$ cat src/design/lrbg_pkg.sv
// ----------------------------------------------------------------------------
// LFSR random byte generator package
// Field widths, tap offsets, register indexes and sequencer states.
// ----------------------------------------------------------------------------
package lrbg_pkg;

   // Word field widths.
   localparam int SEED_BITS     = 64;
   localparam int COUNT_BITS    = 7;
   localparam int REQ_DATA_BITS = 72;
   localparam int BYTE_BITS     = 8;
   localparam int BIT_CNT_BITS  = 3;

   // Configuration port.
   localparam int CSR_ADDR_BITS = 3;
   localparam int CSR_DATA_BITS = 32;
   localparam int WARM_BITS     = 16;
   localparam logic [WARM_BITS-1:0] WARM_RESET = 16'd256;

   // Register indexes.
   typedef enum logic [0:0] {
      REG_WARMUP = 1'b0
   } reg_index_type;

   // Tap offsets below the top of the register.
   localparam int TAP_A_OFFSET = 56;
   localparam int TAP_B_OFFSET = 13;
   localparam int TAP_C_OFFSET = 10;

   // Sequencer states.
   typedef enum logic [3:0] {
      ST_IDLE      = 4'b0001,
      ST_WARM_PRE  = 4'b0010,
      ST_BYTES     = 4'b0100,
      ST_WARM_POST = 4'b1000
   } seq_state_type;

   // Controls from the sequencer to the shift register.
   typedef struct packed {
      logic load;
      logic tick;
   } lfsr_ctrl_type;

endpackage

$ cat src/design/lrbg_lfsr.sv
// ----------------------------------------------------------------------------
// LFSR random byte generator shift register
// Fibonacci shift register that loads a seed or advances by one bit a cycle when ticked.
// ----------------------------------------------------------------------------
module lrbg_lfsr #(
   parameter int STATE_BITS = 64
) (
   input  logic                   clock,
   input  logic                   reset,
   input  lrbg_pkg::lfsr_ctrl_type ctrl,
   input  logic [STATE_BITS-1:0]  seed,
   output logic                   feedback
);
   import lrbg_pkg::*;

   logic [STATE_BITS-1:0] state_ff;
   logic [STATE_BITS-1:0] state_in;

   // Feedback is the XOR of the bottom bit and three taps set by offsets below the top.
   assign feedback = state_ff[0] ^ state_ff[STATE_BITS-TAP_A_OFFSET]
                   ^ state_ff[STATE_BITS-TAP_B_OFFSET] ^ state_ff[STATE_BITS-TAP_C_OFFSET];

   // A load replaces the state; a tick shifts right with feedback at the top.
   always_comb begin
      state_in = state_ff;
      if (ctrl.load) begin
         state_in = seed;
      end else if (ctrl.tick) begin
         state_in = {feedback, state_ff[STATE_BITS-1:1]};
      end
   end

   always_ff @(posedge clock) begin
      if (reset) begin
         state_ff <= {{(STATE_BITS-1){1'b0}}, 1'b1};
      end else begin
         state_ff <= state_in;
      end
   end

endmodule

$ cat src/design/lfsr_random_byte_generator.sv
// ----------------------------------------------------------------------------
// LFSR random byte generator
// Request-driven byte generator built on a Fibonacci shift register.
// ----------------------------------------------------------------------------
// Each request word carries a seed and a byte count. A nonzero seed replaces
// the register state. The register then advances warmup_clocks times with the
// bits thrown away, produces the requested bytes from eight feedback bits each
// (first bit in bit zero, tlast on the final byte), and advances warmup_clocks
// times again before the next request is taken. The register advances one bit
// per cycle in the warm-ups and the byte phase, but the last bit of a byte
// waits while the previous byte is still held at the output. A count of
// zero still runs both warm-ups; a count above MAX_BYTES is cut to MAX_BYTES.
// An all-zero state stays all zero.
// ----------------------------------------------------------------------------
module lfsr_random_byte_generator #(
   parameter int STATE_BITS = 64,
   parameter int MAX_BYTES  = 64
) (
   input  logic                                clock,
   input  logic                                reset,
   // Request: seed [63:0], byte_count [70:64], zero [71].
   input  logic                                req_tvalid,
   output logic                                req_tready,
   input  logic [lrbg_pkg::REQ_DATA_BITS-1:0]  req_tdata,
   // Response: byte_value [7:0].
   output logic                                rsp_tvalid,
   input  logic                                rsp_tready,
   output logic [lrbg_pkg::BYTE_BITS-1:0]      rsp_tdata,
   output logic                                rsp_tlast,
   // Configuration port.
   input  logic                                csr_psel,
   input  logic                                csr_penable,
   input  logic                                csr_pwrite,
   input  logic [lrbg_pkg::CSR_ADDR_BITS-1:0]  csr_paddr,
   input  logic [lrbg_pkg::CSR_DATA_BITS-1:0]  csr_pwdata,
   output logic [lrbg_pkg::CSR_DATA_BITS-1:0]  csr_prdata,
   output logic                                csr_pready
);
   import lrbg_pkg::*;

   localparam logic [COUNT_BITS-1:0]   MAX_COUNT = COUNT_BITS'(MAX_BYTES);
   localparam logic [BIT_CNT_BITS-1:0] BIT_LAST  = BIT_CNT_BITS'(BYTE_BITS - 1);

   seq_state_type           fsm_ff, fsm_in;
   logic [WARM_BITS-1:0]    warmup_ff;
   logic [WARM_BITS-1:0]    warm_left_ff, warm_left_in;
   logic [COUNT_BITS-1:0]   bytes_left_ff, bytes_left_in;
   logic [BIT_CNT_BITS-1:0] bit_cnt_ff, bit_cnt_in;
   logic [BYTE_BITS-1:0]    byte_ff, byte_in;
   logic                    rsp_valid_ff, rsp_valid_in;
   logic [BYTE_BITS-1:0]    rsp_data_ff, rsp_data_in;
   logic                    rsp_last_ff, rsp_last_in;
   lfsr_ctrl_type           lfsr_ctrl;
   logic                    feedback;
   logic [STATE_BITS-1:0]   seed;
   logic [COUNT_BITS-1:0]   req_count;
   logic [COUNT_BITS-1:0]   count_sat;
   reg_index_type           csr_index;
   logic                    csr_write;

   // Request fields; only the low bits of the seed reach the register.
   assign seed      = req_tdata[STATE_BITS-1:0];
   assign req_count = req_tdata[SEED_BITS +: COUNT_BITS];
   assign count_sat = (req_count > MAX_COUNT) ? MAX_COUNT : req_count;

   lrbg_lfsr #(
      .STATE_BITS (STATE_BITS)
   ) u_lfsr (
      .clock    (clock),
      .reset    (reset),
      .ctrl     (lfsr_ctrl),
      .seed     (seed),
      .feedback (feedback)
   );

   // Configuration register access.
   assign csr_index  = reg_index_type'(csr_paddr[CSR_ADDR_BITS-1:2]);
   assign csr_write  = csr_psel && csr_penable && csr_pwrite;
   assign csr_pready = 1'b1;
   assign csr_prdata = (csr_index == REG_WARMUP)
                     ? {{(CSR_DATA_BITS-WARM_BITS){1'b0}}, warmup_ff}
                     : '0;

   always_ff @(posedge clock) begin
      if (reset) begin
         warmup_ff <= WARM_RESET;
      end else if (csr_write && (csr_index == REG_WARMUP)) begin
         warmup_ff <= csr_pwdata[WARM_BITS-1:0];
      end
   end

   // Sequencer: warm-up, byte assembly, second warm-up.
   always_comb begin
      fsm_in        = fsm_ff;
      warm_left_in  = warm_left_ff;
      bytes_left_in = bytes_left_ff;
      bit_cnt_in    = bit_cnt_ff;
      byte_in       = byte_ff;
      rsp_valid_in  = rsp_valid_ff && !rsp_tready;
      rsp_data_in   = rsp_data_ff;
      rsp_last_in   = rsp_last_ff;
      lfsr_ctrl     = '0;

      unique case (fsm_ff)
         ST_IDLE: begin
            if (req_tvalid) begin
               lfsr_ctrl.load = (seed != '0);
               warm_left_in   = warmup_ff;
               bytes_left_in  = count_sat;
               bit_cnt_in     = '0;
               fsm_in         = ST_WARM_PRE;
            end
         end
         ST_WARM_PRE: begin
            if (warm_left_ff != '0) begin
               lfsr_ctrl.tick = 1'b1;
               warm_left_in   = warm_left_ff - 1'b1;
            end else if (bytes_left_ff == '0) begin
               warm_left_in = warmup_ff;
               fsm_in       = ST_WARM_POST;
            end else begin
               fsm_in = ST_BYTES;
            end
         end
         ST_BYTES: begin
            // The last bit of a byte waits while the output word is still held.
            if ((bit_cnt_ff != BIT_LAST) || !rsp_valid_ff || rsp_tready) begin
               lfsr_ctrl.tick = 1'b1;
               byte_in        = {feedback, byte_ff[BYTE_BITS-1:1]};
               bit_cnt_in     = bit_cnt_ff + 1'b1;
               if (bit_cnt_ff == BIT_LAST) begin
                  rsp_valid_in  = 1'b1;
                  rsp_data_in   = byte_in;
                  rsp_last_in   = (bytes_left_ff == COUNT_BITS'(1));
                  bytes_left_in = bytes_left_ff - 1'b1;
                  if (bytes_left_ff == COUNT_BITS'(1)) begin
                     warm_left_in = warmup_ff;
                     fsm_in       = ST_WARM_POST;
                  end
               end
            end
         end
         ST_WARM_POST: begin
            if (warm_left_ff != '0) begin
               lfsr_ctrl.tick = 1'b1;
               warm_left_in   = warm_left_ff - 1'b1;
            end else begin
               fsm_in = ST_IDLE;
            end
         end
         default: begin
            fsm_in = ST_IDLE;
         end
      endcase
   end

   // Control registers.
   always_ff @(posedge clock) begin
      if (reset) begin
         fsm_ff       <= ST_IDLE;
         rsp_valid_ff <= 1'b0;
      end else begin
         fsm_ff       <= fsm_in;
         rsp_valid_ff <= rsp_valid_in;
      end
   end

   // Counters and payload.
   always_ff @(posedge clock) begin
      warm_left_ff  <= warm_left_in;
      bytes_left_ff <= bytes_left_in;
      bit_cnt_ff    <= bit_cnt_in;
      byte_ff       <= byte_in;
      rsp_data_ff   <= rsp_data_in;
      rsp_last_ff   <= rsp_last_in;
   end

   assign req_tready = (fsm_ff == ST_IDLE);
   assign rsp_tvalid = rsp_valid_ff;
   assign rsp_tdata  = rsp_data_ff;
   assign rsp_tlast  = rsp_last_ff;

endmodule

$ cat config.mk
export PLATFORM = sky130hd
export DESIGN_NAME = lfsr_random_byte_generator
export DESIGN_NICKNAME = d
export VERILOG_FILES = /design/src/design/lrbg_pkg.sv /design/src/design/lrbg_lfsr.sv /design/src/design/lfsr_random_byte_generator.sv
export SDC_FILE = /design/constraint.sdc
export NUM_CORES = 1
export LEC_CHECK = 0
export ABC_AREA = 1
export BUFFER_PORTS_ARGS = -buffer_cell sky130_fd_sc_hd__buf_2
export CAP_MARGIN = 20
export CORE_MARGIN = 1
export CORE_UTILIZATION = 29
export CTS_BUF_LIST = sky130_fd_sc_hd__clkbuf_8
export DETAILED_ROUTE_END_ITERATION = 6
export RECOVER_POWER = 50
export SKIP_CTS_REPAIR_TIMING = 1
export SYNTH_ARGS = -nofsm -noshare
export SYNTH_HDL_FRONTEND = slang
export SYNTH_SLANG_ARGS = --single-unit
$ cat constraint.sdc
create_clock -name clock -period 3.6 [get_ports clock]
set_clock_uncertainty 0.2 [all_clocks]
set_input_delay 0.36 -clock clock [delete_from_list [all_inputs] [get_ports clock]]
set_output_delay 0.36 -clock clock [all_outputs]
set_load 0.1 [all_outputs]
Yosys cells after proc, flatten, opt, wreduce, memory -nomap -nowiden
Cells that the tools add are included.

storage, ports and cells
  bits in registers = 128
  output and inout bits = 44
  bits of input ports = 114
  logic and storage cells = 89

operators by class
  add/subtract/negate cells = 3
  $lt $le $gt $ge = 1
  bitwise logic cells = 4
  equal/unequal tests = 15
  multiplexer cells = 35
  reduce and logical (&&, ||, !) cells = 21

operators with widths
  cell                                                  number
  2-to-1 mux 16 bit                                     8
  2-to-1 mux 64 bit                                     2
  case mux 16 bit (4 select lines)                      1
  nonzero test 64 bit                                   1
  2-to-1 mux 4 bit                                      7
  2-to-1 mux 7 bit                                      4
  case mux 4 bit (4 select lines)                       1
  nonzero test 16 bit                                   1
  subtractor 16 x 1 -> 16 bit (second input constant)   1
  inequality test 2 bit (second input constant)         7
  case mux 7 bit (2 select lines)                       1
  equality test 7 x 1 -> 1 bit (second input constant)  1
  > comparator 7 bit (second input constant)            1
  zero test 7 bit                                       1
  2-to-1 mux 1 bit                                      7
  AND reduction 7 bit                                   1
  subtractor 7 x 1 -> 7 bit (second input constant)     1
  2-to-1 mux 3 bit                                      2
  inequality test 3 bit (second input constant)         2
  case mux 3 bit (2 select lines)                       1
  AND reduction 3 bit                                   2
  AND reduction 6 bit                                   1
  equality test 4 x 1 -> 1 bit (second input constant)  1
  equality test 4 x 2 -> 1 bit (second input constant)  1
  other kinds (15)                                      23

Depth between registers and ports, before layout
Gate-level depths: netlist (run 1).

  depth in word-level cells = 7
  depth in mapped cells = 13
  depth with buffers taken out = 11

Cells and area by module
Synthesis (run 1) repeated with hierarchy kept, for this count alone.

unflattened totals
  cell total of the unflattened synthesis = 764
  area, all modules = 6239.7 um2

modules (own cells, without submodules)
  module                      sequential area each (um2)  area each (um2)  instances  cells an instance
  lfsr_random_byte_generator  1681.6                      3530.9           1          423
  lrbg_lfsr                   1281.2                      2708.8           1          341

Worst setup path after synthesis (run 1)
No wires, ideal clock.

  kind = register -> register
  start point = register rsp_valid_ff (netlist: rsp_tvalid)
  end point = register warm_left_ff[0] (enable)
  data required time = 2.991 ns
  arrival time = 2.347 ns
  buffers on the path = 0
  cell stages (with the launch flop) = 6
  library setup time = 0.409 ns
  slack = 0.644 ns
  clock period less this slack = 2.956 ns
  path through = dfxtp_1 nand3_1 inv_1 a21oi_1 inv_1 nor3_1

between the ends
  longest elaborated chain between the ends = 5

RTL lines
  element                                 line                               RTL
  from (decl)                             lfsr_random_byte_generator.sv:50   logic rsp_valid_ff, rsp_valid_in;
  from (signal assigned)                  lfsr_random_byte_generator.sv:164  rsp_valid_ff <= rsp_valid_in;
  zero test 1 bit                         lfsr_random_byte_generator.sv:127  if ((bit_cnt_ff != BIT_LAST) || !rsp_valid_ff || rsp_tready) begin
  logical OR 1 bit (2 in series)          lfsr_random_byte_generator.sv:127
  inequality test 2 bit (no source line)  n/a
  AND reduction 7 bit (no source line)    n/a
  to (signal assigned)                    lfsr_random_byte_generator.sv:170  warm_left_ff <= warm_left_in;
  to (decl)                               lfsr_random_byte_generator.sv:46   logic [WARM_BITS-1:0] warm_left_ff, warm_left_in;

No other way between the ends.
A chain may end at the register's enable or synchronous reset.

Worst setup path in the final report (run 1)
  start point = register fsm_ff[3]
  end point = register bytes_left_ff[3] (enable)

between the ends
  longest elaborated chain between the ends = 3
  elaborated cells between the ends (all ways) = 7
  those cells by class = eq/ne: 5; reduce/logical: 2

RTL lines
  element                                                                       line                               RTL
  from (decl)                                                                   lfsr_random_byte_generator.sv:44   seq_state_type fsm_ff, fsm_in;
  from (signal assigned)                                                        lfsr_random_byte_generator.sv:163  fsm_ff <= fsm_in;
  equality test 4 x 3 -> 1 bit or equality test 4 x 1 -> 1 bit (tied branches)  lfsr_random_byte_generator.sv:104  unique case (fsm_ff)
  inequality test 2 bit (no source line) or nonzero test 2 bit (tied branches)  n/a
  AND reduction 4 bit (no source line) (*)                                      n/a
  to (signal assigned)                                                          lfsr_random_byte_generator.sv:171  bytes_left_ff <= bytes_left_in;
  to (decl)                                                                     lfsr_random_byte_generator.sv:47   logic [COUNT_BITS-1:0] bytes_left_ff, bytes_left_in;

Mark *: on every way between the ends. The rest lies on a longest branch, timed or not.

==> impl_metrics.ini, run 1 <==
[cells_and_area]
finish.instance_area_um2 = 8202
regArea_um2 = 2963
area_growth_pct = 16.02
nNetsFinal = 1203
postLayoutCoreUtil_pct = 34.63
multiInputGateArea_um2 = 3457
layout-drive-gt1-share_pct = 12.86
fill_cells = 2587

[timing]
rsz0062_at_grt = false
fin_crit_ps = 2631
drv_slew = 0
worst_slack_ps = 968.9
worstMarginPinSlew_ps = 1207
fin_crit_sh_pct = 73.09
hold_viol = 0
max_slew_margin_pct = 19.45
setup_total_negative_slack_ps = 0
fmax_mhz = 380.1
final-setup-viol-count = 0

[worst_setup_path]
cp-end-kind = register
r2r-start = fsm_ff[3]$_SDFFE_PP0P_
ff2ff_setup_slack_ps = 970
start_kind = register
crit_required_ps = 3470
crit_family = compound AO/OA/AOI/OAI gates
crit_slowest_cell = a21oi_1
slowest_delay_ps = 600
worst_r2r_path_depth = 6
path_max_fanout = 11
worst-path-buf-inv = 3
crit_chain = inv_1, nand3_1, inv_1, a21oi_1, inv_1, a21oi_1
crit_type = register to register
crit_top_cell = inv_1
cp.arrival_ps = 2500
r2r_end = bytes_left_ff[3]$_DFFE_PP_

[logic_synthesis]
syn_inst = 988
yosysTopAreaCellShare_pct = 24.07
yosysSeqAreaShare_pct = 41.91
synth.most_common_cell = nand2_1
synth.distinct_cells = 33
synth_edf_count = 42
synth.avg_cell_area_um2 = 7.155
ys_seq_elements = 127
yosysWarnings = 0
synth.top_cells.by_count = nand2_1, nor2_1, dfxtp_1
synth_area_um2 = 7069
async_flop_share_pct = 0
synthFlopType = dfxtp_1
yosysTopAreaCell = dfxtp_1
synth_top_cells_by_area = dfxtp_1, edfxtp_1, nand2_1

[global_route]
grt_usage_pct = 14.19
grt_max_degree = 129
grt_pass1_vias = 5652
gr-total-overflow = 0
grt_pass1_wl_um = 27720
antenna_found_initial = 3

[clock_tree]
cts_tree = done
cts.htree.levels = 4
cts_sinks = 127
numCtsBuffers = 17
root_buffer = clkbuf_8
clk_pin_slew_ps = 80
clock_latency_ps = 440
clockBufferDepth = 2

[power]
p_leak_nw = 3.712
peakVddDrop_v = 0.0006513
power.total_w = 0.007174
p_per_area_nw_per_um2 = 874.7

[placed_design]
dp_hpwl_um = 11150
dp_slack_ps = 1038
io_buffer_count = 121
gp_congestion = 0.8064
placedInstanceArea_um2 = 7732

[drt]
antenna_left = 0
routed_wl_um = 17190
drt_pass1_iterations = 5
vias_per_cell = 4.436
drc = 0
initialDrtViolationCount = 288
post_drt_wl_per_cell_um = 12.14
vias = 6282

[job]
drv_cap = 0

[min_path]
hold_path.startpoint = csr_pwdata[2]
hold_path.class = primary input to register
holdPathStages = 3
hold-path-endpoint = warmup_ff[2]$_SDFFE_PP0P_

[outcome]
status = finished, final reports clean

[die]
start_util_pct = 29.85
io_pins = 158
dieHeight_um = 158.1
placeableCoreArea_um2 = 23680
dieWidth_um = 158.1
fp-row-count = 56
dieArea_um2 = 25010
## report_power, final
| group | switching, W | internal, W |
|---|---|---|
| Sequential | 0.000310 | 0.00214 |
| Clock | 0.000620 | 0.000821 |
| Combinational | 0.00208 | 0.00120 |
| Total | 0.00301 | 0.00417 |
## cells in the final DEF, fill, tap and decap left out, types with 6 or more instances in the layout
cell type / count
dfxtp_1: 85
nor2_1: 222
xor2_1: 11
ha_1: 6
nand2_1: 255
nand3b_1: 65
inv_1: 49
o21ai_0: 35
conb_1: 17
buf_2: 93
clkbuf_8: 17
a21oi_1: 25
nand3_1: 80
clkbuf_1: 30
dlygate4sd3_1: 6
edfxtp_1: 42
## final cells by class
type	instances	share of cell area, %
sequential	127	36.13
timing repair buffer	136	8.879
multi-input combinational	748	42.15
clock buffer	17	2.853
clock inverter	15	2.654
tap	319	4.867
antenna	1	0.03051
inverter	53	2.441
## metal layers
metal | routed length [um] | global-route usage (%) | up-vias
met5 | 23 | 0 | -
met4 | 163 | 4.625 | 4
met3 | 776 | 3.531 | 14
met2 | 8108 | 23.71 | 117
met1 | 8115 | 17.76 | 2827
li1 | - | - | 3320
## through the flow
step	instances	hold slack [ps]
after global routing	1415	2.045
after global placement	1377	209.2
final	1416	0.5522
after CTS	1409	-135.4
after floorplan	1003	200.3
after detailed placement	1377	208.0
## worst max-delay path by stage
stage | cells past startpoint | endpoint | slack, ps | from
after floorplan | 5 | warm_left_ff[0]$_DFFE_PP_ | 640 | rsp_tvalid$_SDFF_PP0_
after global placement | 10 | u_lfsr.state_ff[21]$_SDFFE_PP0P_ | 1100 | warm_left_ff[0]$_DFFE_PP_
after detailed placement | 6 | bytes_left_ff[6]$_DFFE_PP_ | 1040 | fsm_ff[3]$_SDFFE_PP0P_
after CTS | 6 | bytes_left_ff[3]$_DFFE_PP_ | 1040 | fsm_ff[3]$_SDFFE_PP0P_
after global routing | 6 | bytes_left_ff[0]$_DFFE_PP_ | 730 | fsm_ff[3]$_SDFFE_PP0P_
final | 6 | bytes_left_ff[3]$_DFFE_PP_ | 970 | fsm_ff[3]$_SDFFE_PP0P_
## cells by family (layout without fill, tap and decap cells)
family	Yosys count	in the layout	synth area share (%)
compound gates	72	72	5.381
xor+xnor	16	16	1.982
fa+ha+maj	6	6	1.062
buf+inv	128	221	10.23
flops	127	127	41.91
other cells	2	18	0.1062
simple gates	637	637	39.33
## state kept, by name (all words and copies together) (netlist names)
name,cells
u_lfsr.state_ff,64
warm_left_ff,16
warmup_ff,16
rsp_tdata,8
byte_ff,7
bytes_left_ff,7
fsm_ff,4
bit_cnt_ff,3
rsp_tlast,1
rsp_tvalid,1
## worst reg2reg max path: stages (launching register included)
cell and delay, ps:
dfxtp_1 400, inv_1 70, nand3_1 350, inv_1 260, a21oi_1 250, inv_1 130
a21oi_1 600
Power figures use the tool's default switching activity.
==> inputs of run 2 (changes only) <==
==> constraint.sdc (replaced) <==
create_clock -name clock -period 2.55 [get_ports clock]
set_clock_uncertainty 0.2 [all_clocks]
set_input_delay 0.255 -clock clock [delete_from_list [all_inputs] [get_ports clock]]
set_output_delay 0.255 -clock clock [all_outputs]
set_load 0.1 [all_outputs]
==> run 2 against run 1 <==
Against the previous run: sequential cell count is the same; critical endpoint is now bytes_left_ff[4]$_DFFE_PP_; wire length grew 4.0%; die area is the same; critical path depth grew 2; the flow now finishes with violations (negative hold slack).
==> impl_metrics.ini, run 2 (synthesis gave the netlist of run 1 again) <==
[outcome]
status = complete, but fails checks
violations = negative hold slack

[power]
p_int_w = 0.005737
pwr-share-clk_pct = 17.2
p_sw_w = 0.004295
power.total_w = 0.01003
netSwitchingFraction_pct = 42.81
p_leak_nw = 3.982
p_per_area_nw_per_um2 = 1147
peakVddDrop_v = 0.0005694
pwr-share-comb_pct = 48.3
p_seq_share_pct = 34.5

[die]
dieHeight_um = 158.1
start_util_pct = 29.85
dieArea_um2 = 25010
dieWidth_um = 158.1
io_pins = 158
fp-row-count = 56
placeableCoreArea_um2 = 23680

[placed_design]
gp_congestion = 0.8019
placedInstanceArea_um2 = 7818
io_buffer_count = 121
dp_hpwl_um = 11250

[drt]
post_drt_wl_per_cell_um = 12.10
initialDrtViolationCount = 317
vias = 6523
drt_pass1_iterations = 5
vias_per_cell = 4.413
routed_wl_um = 17880
drc = 0
antenna_left = 0

[timing]
fmax_mhz = 416.9
fin_hold_ws_ps = -27.17
worstMarginPinSlew_ps = 1208
setup_total_negative_slack_ps = 0
drv_slew = 0
fin_crit_sh_pct = 94.06
max_slew_margin_pct = 19.79
final-setup-viol-count = 0
hold_viol = 15
rsz0062_at_grt = false
fin_crit_ps = 2399

[clock_tree]
clk_pin_slew_ps = 80
cts_sinks = 127
cts_tree = done
clock_latency_ps = 430
clockBufferDepth = 2
numCtsBuffers = 17
root_buffer = clkbuf_8
cts.htree.levels = 4

[worst_setup_path]
worst-path-buf-inv = 3
crit_family = buffers and inverters
path_max_fanout = 7
crit_type = register to register
worstSetupStartpoint = bit_cnt_ff[0]$_SDFFCE_PN0P_
crit_required_ps = 2440
start_kind = register
cp-endpoint = bytes_left_ff[4]$_DFFE_PP_
r2r_end = bytes_left_ff[4]$_DFFE_PP_
worst_r2r_path_depth = 8
cp.arrival_ps = 2290
crit_slowest_cell = edfxtp_1
slowest_delay_ps = 410
ff2ff_setup_slack_ps = 150
cp-end-kind = register
r2r-start = bit_cnt_ff[0]$_SDFFCE_PN0P_
path_depth = 8
crit_chain = ha_1, ha_1, nand3_1, inv_1, a21oi_1, inv_1, a21oi_1, clkbuf_1

[cells_and_area]
finish.instance_area_um2 = 8748
largest_register = u_lfsr.state_ff
layout_commonest_cell = nand2_1
final_cell_mix = nand2_1, nor2_1, buf_2
postLayoutCoreUtil_pct = 36.94
largest_reg_flops = 64
nNetsFinal = 1265
area_growth_pct = 23.75
reg_top3 = u_lfsr.state_ff: 64 flops, warm_left_ff: 16 flops, warmup_ff: 16 flops
layout-drive-gt1-share_pct = 13.82

[global_route]
grt-busiest-layer = met2
grt_pass1_wl_um = 27900
grt_usage_pct = 14.19
grt_pass1_vias = 5790
grt_max_degree = 91
gr-total-overflow = 0
grt_util_met3_pct = 3.586
antenna_found_initial = 1
grt_use_met2_pct = 24.48
grtUsageMet1_pct = 17.38

[job]
drv_cap = 0

[min_path]
hold_path.class = primary input to register
[run 2: power by group through the flow]
| stage | clock, W | combinational [W] | sequential, W |
|---|---|---|---|
| 6_report | 0.00172 | 0.00485 | 0.00346 |
| 5_1_grt | 0.00188 | 0.00558 | 0.00356 |
| 4_1_cts | 0.00180 | 0.00484 | 0.00346 |
| 3_5_place_dp | 0 | 0.00482 | 0.00349 |
| 3_3_place_gp | 0 | 0.00474 | 0.00346 |
| 2_1_floorplan | 0 | 0.00413 | 0.00340 |
[run 2: cell type report]
| class | instances | area, um^2 |
|---|---|---|
| multi-input combinational | 748 | 3457 |
| clock buffer | 17 | 234.0 |
| clock inverter | 15 | 145.1 |
| fill | 2556 | 14930 |
| timing repair buffer | 198 | 1348 |
| inverter | 53 | 200.2 |
| sequential | 127 | 2963 |
| tap | 319 | 399.1 |
| antenna | 1 | 2.502 |
[run 2: worst min path at each step]
stage,start,endpoint,cells after the start
after floorplan,reset,fsm_ff[1]$_SDFFE_PP0P_,1
after global placement,byte_ff[1]$_DFFE_PP_,rsp_tdata[0]$_DFFE_PP_,0
after detailed placement,byte_ff[1]$_DFFE_PP_,rsp_tdata[0]$_DFFE_PP_,0
after CTS,reset,fsm_ff[1]$_SDFFE_PP0P_,2
after global routing,req_tdata[59],u_lfsr.state_ff[59]$_SDFFE_PP0P_,5
final,req_tdata[39],u_lfsr.state_ff[39]$_SDFFE_PP0P_,5
[run 2: worst register-to-register path, cell delays in order (launching register included)]
cell	delay [ps]
edfxtp_1	410
ha_1	220
ha_1	210
nand3_1	90
inv_1	70
a21oi_1	220
inv_1	130
a21oi_1	130
clkbuf_1	370
[run 2: per-layer routing]
metal / part of all wire (%) / vias to the layer above
li1: - / 3441
met1: 48 / 2952
met2: 48 / 120
met3: 3.9 / 10
met4: 0.62 / 0
met5: 0 / -
[run 2: through the flow]
step	instances	setup slack [ps]	hold slack (ps)
after floorplan	1003	75.41	124.1
after global placement	1385	273.4	211.3
after detailed placement	1385	269.7	214.7
after CTS	1417	254.1	-183.5
after global routing	1478	49.40	2.731
final	1478	151.4	-27.17
